$ cat src/rtl/tiqb_pkg.sv
package tiqb_pkg;

    localparam int NUM_SENSORS = 10;
    localparam int NUM_LIMITS  = 8;
    localparam int NUM_KEYS    = 4;
    localparam int NUM_AUTO    = 2;

    // Keys at this index and above are the right keys, which qualify on the
    // threshold tick itself.
    localparam int RIGHT_KEY_FIRST = 2;

    // Sensor slots behind the limit switches.
    localparam int EMERGENCY_IDX = 8;
    localparam int OVERLOAD_IDX  = 9;

    localparam int CNT_W = 8;
    localparam int CFG_W = 8;

    localparam logic [CFG_W-1:0] DEBOUNCE_TICKS_RST = 8'd20;
    localparam logic [CFG_W-1:0] KEY_DELAY_RST      = 8'd50;
    localparam logic [CFG_W-1:0] AUTO_DELAY_RST     = 8'd50;
    localparam logic [CFG_W-1:0] BEEP_TICKS_RST     = 8'd100;

    typedef enum logic [1:0] {
        CFG_DEBOUNCE_TICKS = 2'd0,
        CFG_KEY_DELAY      = 2'd1,
        CFG_AUTO_DELAY     = 2'd2,
        CFG_BEEP_TICKS     = 2'd3
    } cfg_index_t;

    typedef struct packed {
        logic [CNT_W-1:0] cnt;
        logic             hit;
    } count_step_t;

    // One saturating count step. The increment is one bit wider so that a
    // counter already at its delay stays there, and a counter above a newly
    // lowered delay clamps to it.
    function automatic count_step_t count_up(input logic [CNT_W-1:0] cnt,
                                             input logic [CNT_W-1:0] delay);
        logic [CNT_W:0] n;
        count_step_t    r;
        n = {1'b0, cnt} + {{CNT_W{1'b0}}, 1'b1};
        if (n >= {1'b0, delay})
        begin
            r.cnt = delay;
            r.hit = 1'b1;
        end
        else
        begin
            r.cnt = n[CNT_W-1:0];
            r.hit = 1'b0;
        end
        return r;
    endfunction

endpackage

$ cat src/rtl/tick_input_qualifier_bank_top.sv
// Input qualifier for a limit-switch and key panel. Each input beat is one
// 1 ms tick carrying the raw levels of eight limit switches, the emergency
// and overload inputs, four keys and two auto inputs; each output beat is the
// qualified view after that tick. The ten sensor inputs use symmetric
// debouncers: separate on and off run counters saturate at the debounce
// delay (register 0) and only then does the qualified level follow. Keys and
// auto inputs use leaky up/down counters that saturate at key_delay or
// auto_delay and clear their flag only on a low tick that finds the counter
// empty. When a key counter first reaches key_delay, the beep countdown loads
// with beep_ticks; beep_on is high while that countdown is above one and
// beep_active while it is nonzero. The left keys set their flag one tick
// after the threshold and the right keys on the threshold tick itself. The
// block accepts one tick per clock cycle while in_stall is low and delivers
// its result in the next cycle: all counter updates for a tick are a single
// layer of saturating adds between the state registers and the output
// register. The output register holds a finished result while out_stall
// is high, and in_stall is raised only while that register is full and
// stalled. Configuration registers are written through cfg_we, cfg_index
// and cfg_data and should only be changed while idle.
module tick_input_qualifier_bank_top
(
    input  logic       clk,
    input  logic       rst_n,

    input  logic       cfg_we,
    input  logic [1:0] cfg_index,
    input  logic [7:0] cfg_data,

    input  logic       in_valid,
    output logic       in_stall,
    input  logic [7:0] raw_limits,
    input  logic       raw_emergency,
    input  logic       raw_overload,
    input  logic [3:0] raw_keys,
    input  logic [1:0] raw_auto,

    output logic       out_valid,
    input  logic       out_stall,
    output logic [7:0] good_limits,
    output logic       good_emergency,
    output logic       good_overload,
    output logic [3:0] key_flags,
    output logic [1:0] auto_flags,
    output logic       beep_on,
    output logic       beep_active
);

    localparam int NS = tiqb_pkg::NUM_SENSORS;
    localparam int NK = tiqb_pkg::NUM_KEYS;
    localparam int NA = tiqb_pkg::NUM_AUTO;
    localparam int CW = tiqb_pkg::CNT_W;

    // Configuration registers.
    logic [CW-1:0] debounce_ticks_reg;
    logic [CW-1:0] key_delay_reg;
    logic [CW-1:0] auto_delay_reg;
    logic [CW-1:0] beep_ticks_reg;

    // Qualifier state.
    logic [CW-1:0] on_run_reg     [NS];
    logic [CW-1:0] off_run_reg    [NS];
    logic [NS-1:0] sensor_level_reg;
    logic [CW-1:0] key_count_reg  [NK];
    logic [NK-1:0] key_level_reg;
    logic [CW-1:0] auto_count_reg [NA];
    logic [NA-1:0] auto_level_reg;
    logic [CW-1:0] beep_left_reg;

    logic [CW-1:0] on_run_next     [NS];
    logic [CW-1:0] off_run_next    [NS];
    logic [NS-1:0] sensor_level_next;
    logic [CW-1:0] key_count_next  [NK];
    logic [NK-1:0] key_level_next;
    logic [CW-1:0] auto_count_next [NA];
    logic [NA-1:0] auto_level_next;
    logic [CW-1:0] beep_left_next;
    logic          beep_on_next;
    logic          beep_active_next;

    // Output register.
    logic          out_valid_reg;
    logic [NS-1:0] out_sensor_reg;
    logic [NK-1:0] out_keys_reg;
    logic [NA-1:0] out_auto_reg;
    logic          out_beep_on_reg;
    logic          out_beep_active_reg;

    logic          in_accept;
    logic [NS-1:0] raw_sensors;

    // The output register is free when empty or being drained this cycle.
    assign in_stall  = out_valid_reg && out_stall;
    assign in_accept = in_valid && !in_stall;

    assign raw_sensors = {raw_overload, raw_emergency, raw_limits};

    // Next state for one tick.
    always_comb
    begin
        tiqb_pkg::count_step_t step;
        logic [CW:0]           kn;
        logic                  beep_load;
        logic [CW-1:0]         beep_cur;

        beep_load = 1'b0;

        // Sensor debouncers: a tick at one level clears the other level's
        // run and counts its own.
        for (int i = 0; i < NS; i++)
        begin
            sensor_level_next[i] = sensor_level_reg[i];
            if (raw_sensors[i])
            begin
                step            = tiqb_pkg::count_up(on_run_reg[i], debounce_ticks_reg);
                on_run_next[i]  = step.cnt;
                off_run_next[i] = '0;
                if (step.hit)
                begin
                    sensor_level_next[i] = 1'b1;
                end
            end
            else
            begin
                step            = tiqb_pkg::count_up(off_run_reg[i], debounce_ticks_reg);
                off_run_next[i] = step.cnt;
                on_run_next[i]  = '0;
                if (step.hit)
                begin
                    sensor_level_next[i] = 1'b0;
                end
            end
        end

        // Key leaky counters. Reaching the threshold exactly loads the beep;
        // only the right keys qualify on that same tick.
        for (int k = 0; k < NK; k++)
        begin
            key_level_next[k] = key_level_reg[k];
            key_count_next[k] = key_count_reg[k];
            kn = {1'b0, key_count_reg[k]} + {{CW{1'b0}}, 1'b1};
            if (!raw_keys[k])
            begin
                if (key_count_reg[k] != '0)
                begin
                    key_count_next[k] = key_count_reg[k] - {{(CW-1){1'b0}}, 1'b1};
                end
                else
                begin
                    key_level_next[k] = 1'b0;
                end
            end
            else if (kn == {1'b0, key_delay_reg})
            begin
                beep_load         = 1'b1;
                key_count_next[k] = key_delay_reg;
                if (k >= tiqb_pkg::RIGHT_KEY_FIRST)
                begin
                    key_level_next[k] = 1'b1;
                end
            end
            else if (kn > {1'b0, key_delay_reg})
            begin
                key_count_next[k] = key_delay_reg;
                key_level_next[k] = 1'b1;
            end
            else
            begin
                key_count_next[k] = kn[CW-1:0];
            end
        end

        // Beep countdown is sampled after any load, then decremented.
        beep_cur         = beep_load ? beep_ticks_reg : beep_left_reg;
        beep_active_next = (beep_cur != '0);
        beep_on_next     = (beep_cur > {{(CW-1){1'b0}}, 1'b1});
        beep_left_next   = beep_cur - {{(CW-1){1'b0}}, beep_active_next};

        // Auto input leaky counters.
        for (int a = 0; a < NA; a++)
        begin
            auto_level_next[a] = auto_level_reg[a];
            if (raw_auto[a])
            begin
                step               = tiqb_pkg::count_up(auto_count_reg[a], auto_delay_reg);
                auto_count_next[a] = step.cnt;
                if (step.hit)
                begin
                    auto_level_next[a] = 1'b1;
                end
            end
            else
            begin
                auto_count_next[a] = auto_count_reg[a];
                if (auto_count_reg[a] != '0)
                begin
                    auto_count_next[a] = auto_count_reg[a] - {{(CW-1){1'b0}}, 1'b1};
                end
                else
                begin
                    auto_level_next[a] = 1'b0;
                end
            end
        end
    end

    // Configuration registers.
    always_ff @(posedge clk or negedge rst_n)
    begin
        if (!rst_n)
        begin
            debounce_ticks_reg <= tiqb_pkg::DEBOUNCE_TICKS_RST;
            key_delay_reg      <= tiqb_pkg::KEY_DELAY_RST;
            auto_delay_reg     <= tiqb_pkg::AUTO_DELAY_RST;
            beep_ticks_reg     <= tiqb_pkg::BEEP_TICKS_RST;
        end
        else if (cfg_we)
        begin
            unique case (tiqb_pkg::cfg_index_t'(cfg_index))
                tiqb_pkg::CFG_DEBOUNCE_TICKS: debounce_ticks_reg <= cfg_data;
                tiqb_pkg::CFG_KEY_DELAY:      key_delay_reg      <= cfg_data;
                tiqb_pkg::CFG_AUTO_DELAY:     auto_delay_reg     <= cfg_data;
                tiqb_pkg::CFG_BEEP_TICKS:     beep_ticks_reg     <= cfg_data;
            endcase
        end
    end

    // Qualifier state advances once per accepted tick.
    always_ff @(posedge clk or negedge rst_n)
    begin
        if (!rst_n)
        begin
            for (int i = 0; i < NS; i++)
            begin
                on_run_reg[i]  <= '0;
                off_run_reg[i] <= '0;
            end
            for (int k = 0; k < NK; k++)
            begin
                key_count_reg[k] <= '0;
            end
            for (int a = 0; a < NA; a++)
            begin
                auto_count_reg[a] <= '0;
            end
            sensor_level_reg <= '0;
            key_level_reg    <= '0;
            auto_level_reg   <= '0;
            beep_left_reg    <= '0;
        end
        else if (in_accept)
        begin
            on_run_reg       <= on_run_next;
            off_run_reg      <= off_run_next;
            key_count_reg    <= key_count_next;
            auto_count_reg   <= auto_count_next;
            sensor_level_reg <= sensor_level_next;
            key_level_reg    <= key_level_next;
            auto_level_reg   <= auto_level_next;
            beep_left_reg    <= beep_left_next;
        end
    end

    // Output valid flag.
    always_ff @(posedge clk or negedge rst_n)
    begin
        if (!rst_n)
        begin
            out_valid_reg <= 1'b0;
        end
        else if (in_accept)
        begin
            out_valid_reg <= 1'b1;
        end
        else if (!out_stall)
        begin
            out_valid_reg <= 1'b0;
        end
    end

    // Output payload, loaded only with a new tick so a stalled beat holds.
    always_ff @(posedge clk)
    begin
        if (in_accept)
        begin
            out_sensor_reg      <= sensor_level_next;
            out_keys_reg        <= key_level_next;
            out_auto_reg        <= auto_level_next;
            out_beep_on_reg     <= beep_on_next;
            out_beep_active_reg <= beep_active_next;
        end
    end

    assign out_valid      = out_valid_reg;
    assign good_limits    = out_sensor_reg[tiqb_pkg::NUM_LIMITS-1:0];
    assign good_emergency = out_sensor_reg[tiqb_pkg::EMERGENCY_IDX];
    assign good_overload  = out_sensor_reg[tiqb_pkg::OVERLOAD_IDX];
    assign key_flags      = out_keys_reg;
    assign auto_flags     = out_auto_reg;
    assign beep_on        = out_beep_on_reg;
    assign beep_active    = out_beep_active_reg;

    // An accepted tick always shows up as a result on the next cycle.
    assert property (@(posedge clk) disable iff (!rst_n)
        in_accept |=> out_valid)
        else $error("accepted tick produced no result beat");

    // A sensor never has both its on run and its off run counting.
    for (genvar g = 0; g < NS; g++)
    begin : g_run_chk
        assert property (@(posedge clk) disable iff (!rst_n)
            !((on_run_reg[g] != '0) && (off_run_reg[g] != '0)))
            else $error("sensor on and off runs both nonzero");
    end

    // The buzzer is only driven while the beep countdown is running.
    assert property (@(posedge clk) disable iff (!rst_n)
        (out_valid && beep_on) |-> beep_active)
        else $error("beep_on without beep_active");

    // A held beat is not overwritten while the consumer stalls.
    assert property (@(posedge clk) disable iff (!rst_n)
        (out_valid && out_stall) |=> !$past(in_accept))
        else $error("tick accepted into a stalled output register");

endmodule
$ cat config.mk
export PLATFORM = sky130hd
export DESIGN_NAME = tick_input_qualifier_bank_top
export DESIGN_NICKNAME = d
export VERILOG_FILES = /design/src/rtl/tiqb_pkg.sv /design/src/rtl/tick_input_qualifier_bank_top.sv
export SDC_FILE = /design/constraint.sdc
export NUM_CORES = 1
export LEC_CHECK = 0
export BUFFER_PORTS_ARGS = -buffer_cell sky130_fd_sc_hd__buf_2
export CAP_MARGIN = 30
export CORE_UTILIZATION = 35
export DETAILED_ROUTE_END_ITERATION = 7
export SLEW_MARGIN = 20
export SYNTH_ARGS = -nofsm -noshare
export SYNTH_HDL_FRONTEND = slang
export SYNTH_SLANG_ARGS = --single-unit
$ cat constraint.sdc
create_clock -name clk -period 8.1 [get_ports clk]
set_clock_uncertainty 0.2 [all_clocks]
set_input_delay 1.215 -clock clk [delete_from_list [all_inputs] [get_ports clk]]
set_output_delay 1.215 -clock clk [all_outputs]
set_load 0.02 [all_outputs]
==> run summary <==
=====================================================================================
Status                                                                      completed
Post-CTS sizing                                                                     0
Clock power frac                                                                20.5%
Proportion of power drawn by flip-flops and latches                             31.8%
Half-perimeter wire length after detailed placement                          39690 um
Cells taking the most area after synthesis                               dfrtp_1, ha_1, o21ai_0
Layout Nets                                                                      2927
RR Endpoint                                                              beep_left_reg[6]$_DFFE_PN0P_
Number of global-route vias before repair                                       19300
Cell accounting for the most synthesized area                                 dfrtp_1
Worst hold path class                                                    flop to flop
Number of input and output port buffers inserted                                   50
Total number of placement rows                                                     92
Cell-internal power                                                        0.004476 W
Number of ports placed on the die boundary                                         51
Synthesis Warnings                                                                  0
Delay contributed by the slowest stage of the critical path                   0.47 ns
Share of the core filled with cells in the final layout                        38.82%
Num CTS Buffers                                                                    36
Share of synthesized flip-flops with an asynchronous set or reset              93.64%
Number of enable flip-flop cells after synthesis                                   18
Synth Flop Type                                                               dfrtp_1
Die Height                                                                   254.3 um
Detail Route Antenna Nets                                                           0
Total placed cells including tap cells                                           3452
Count of buffers added by post-CTS timing repair for setup                          0
Global-route wire length before repair                                       98100 um
Leakage dissipation                                                          10.89 nW
FF-to-FF setup slack                                                          3.59 ns
Detail-routed net length per standard cell                                   16.80 um
CTS tree                                                                         done
Core outline area                                                          62970 um^2
Most common library cells after synthesis                                nand2_1, dfrtp_1, nor2_1
Worst flop-to-flop path startpoint                                       key_count_reg[16]$_DFFE_PN0P_
Family of cells with the greatest summed delay on the critical path      simple AND/OR/NAND/NOR gates
Starting density of the core                                                   35.37%
Count of routing violations after the opening detailed-route iteration           1475
Relative slew slack                                                            37.45%
Die boundary width                                                           254.3 um
Cells on Worst Hold Path                                                            2
Final sum of negative setup slack                                                0 ns
DRT Pass-1 Iters                                                                    6
Netlist cell types                                                                 75
Crit path max-delay cell type                                                  or3b_2
Synthesized instance count                                                       2667
Startpoint kind of the worst setup timing path                                   flop
Pwr per Cell Area                                                        326.8 nW/um^2
Drt drc                                                                             0
Clock-pin slew on the worst setup and hold paths                              0.06 ns
Relative contribution of combinational cells to total power                     47.7%
RSZ-0062 raised after global routing                                            false
Post-layout total power                                                    0.007987 W
Final Cycle Share                                                              55.71%
Post-DR vias/cell                                                               5.600
Maximum clock frequency                                                     221.6 MHz
Clock Path Buffers                                                                  3
Max-slew violation count                                                            0
Gp weighted congestion                                                         0.8477
Data arrival time of the critical path                                        4.79 ns
Category of the most critical setup path                                 flop to flop
Final setup fails                                                                   0
PnR worst setup slack                                                        3.588 ns
Crit path buf inv count                                                             1
Synthesized flop and latch total                                                  283
Share of synthesized area occupied by flip-flops and latches                   32.26%
Max-capacitance violation count                                                     0
Quantity of hold-fixing buffers added after cts                                     0
Proportion of netlist area held by the largest area contributor                28.54%
Pin count of the biggest net entering global routing                              108
Routed wire length                                                           59190 um
Worst-path fanout max                                                              14
Transition time at the pin with the least slew margin                       0.9383 ns
Initial antenna violation count                                                     4
Worst Reg2Reg Path Length in Cells                                                 19
Share of post-route cells with drive strength above 1                          6.916%
Hold Crit Endpoint                                                       off_run_reg[25]$_DFFE_PN0P_
Post-Layout Cell Count                                                           3522
CP most frequent cell                                                            ha_1
Routed vias                                                                     19720
Largest voltage drop on the vdd net                                         0.2408 mV
Worst hold path startpoint                                               off_run_reg[25]$_DFFE_PN0P_
Overall fraction of global-route tracks in use                                 18.39%
Cell Chain, Critical Path                                                ha_1 > nand3_1 > nor2_1 > xor2_1 > ha_1 > and3_1 > nand4_1 > or3b_2 > nand4_1 > buf_6 > nor3_1 > a21oi_1 > ha_1 > ha_1 > nand2b_1 > nor4_1 > nor3b_1 > a21oi_1 > o21ai_0
H-Tree Depth                                                                        2
Total die area                                                             64650 um^2
Switching power share of the total                                             43.96%
Area delta synth->final                                                        9.740%
Post-synthesis average cell area                                           8.352 um^2
Worst slack after detailed placement                                         3.293 ns
CTS sink cnt                                                                      283
Final Hold Fails                                                                    0
CP Capture Type                                                                  flop
Most used standard cell by instance count after synthesis                     nand2_1
Worst path required time                                                      8.38 ns
Fin crit period                                                              4.512 ns
Switching Power                                                            0.003511 W
Post-synthesis cell area                                                   22270 um^2
CTS root buffer                                                             clkbuf_16
Clock latency at the later pin of the worst-skew pair                         0.56 ns
Overflow after GRT                                                                  0
Mapped Nets                                                                      2946
=====================================================================================
## power by group through the flow
stage | logic [W] | clock network (W) | registers, W
2_1_floorplan | 0.00304 | 0 | 0.00233
3_3_place_gp | 0.00362 | 0 | 0.00252
3_5_place_dp | 0.00380 | 0 | 0.00255
4_1_cts | 0.00381 | 0.00169 | 0.00253
5_1_grt | 0.00437 | 0.00173 | 0.00263
6_report | 0.00381 | 0.00163 | 0.00254
## logic make-up (layout without fill, tap and decap cells)
family | after synthesis | count (layout) | synth area share [%]
adders and majority gates | 248 | 248 | 13.93
other | 0 | 1 | 0
xor gates and xnor gates | 161 | 161 | 6.331
DFF | 283 | 283 | 32.26
buffers and inverters | 229 | 237 | 4.230
muxes | 64 | 64 | 3.022
AOI/OAI and AO/OA | 734 | 734 | 19.92
and+or+nand+nor | 948 | 948 | 20.30
## worst max path at each step
stage	startpoint	end	depth (start not counted)
final	key_count_reg[16]$_DFFE_PN0P_	beep_left_reg[6]$_DFFE_PN0P_	19
after global routing	key_count_reg[16]$_DFFE_PN0P_	beep_left_reg[6]$_DFFE_PN0P_	19
after CTS	key_count_reg[16]$_DFFE_PN0P_	beep_left_reg[6]$_DFFE_PN0P_	18
after detailed placement	key_count_reg[16]$_DFFE_PN0P_	beep_left_reg[6]$_DFFE_PN0P_	18
after global placement	key_count_reg[16]$_DFFE_PN0P_	beep_left_reg[6]$_DFFE_PN0P_	18
after floorplan	key_count_reg[20]$_DFFE_PN0P_	beep_left_reg[6]$_DFFE_PN0P_	20
## stage by stage
step,hold WS [ns],cell area (um^2)
2_1_floorplan,0.2607,22270
3_3_place_gp,0.2762,23200
3_5_place_dp,0.2956,23230
4_1_cts,0.3081,24390
5_1_grt,0.3307,24440
6_report,0.3044,24440
## cell usage in the layout, fill, tap and decap left out, types with 14 or more instances in the layout
cell       Yosys  final
nor4b_1       21     21
nand2b_1      28     28
clkbuf_16      0     37
o2bb2ai_1     35     35
nand4_1       14     14
o21ai_0      241    241
a31oi_1       49     49
mux2i_1       38     38
mux2_2        26     26
ha_1         248    248
nor2b_1       28     28
a21oi_1      221    221
nand3_1      121    121
nor2_1       249    249
o22ai_1       20     20
xnor2_1       95     95
a21o_1        22     22
o211ai_1      27     27
buf_4          0     21
nor3_1        48     48
and3_1        81     81
buf_2          4     50
inv_1         90     88
clkbuf_1     114     15
dfrtp_1      254    253
edfxtp_1      18     18
nand2_1      289    288
xor2_1        66     66
## worst min-delay path, stage by stage, from the launching register on
cell and delay (ns):
dfrtp_1 0.36, nand2_1 0.05, o21ai_0 0.06
## routing by layer
layer / share of wire (%) / global-route usage, % / up-vias / wire [um]
met4: 2.0 / 5.198 / 6 / 1164
met1: 46 / 24.39 / 9557 / 27200
met5: 0.079 / 0 / - / 47
li1: - / - / 9615 / -
met2: 47 / 31.09 / 453 / 27890
met3: 4.9 / 2.480 / 92 / 2889
## final cells by class
cell class | count | area [um^2]
antenna | 1 | 2.502
clock buffer | 56 | 1037
fill | 6374 | 38520
sequential | 283 | 7187
timing repair buffer | 76 | 486.7
inverter | 96 | 365.4
multi-input combinational | 2155 | 14180
clock inverter | 9 | 127.6
tap | 846 | 1059
Power figures use the tool's default switching activity.
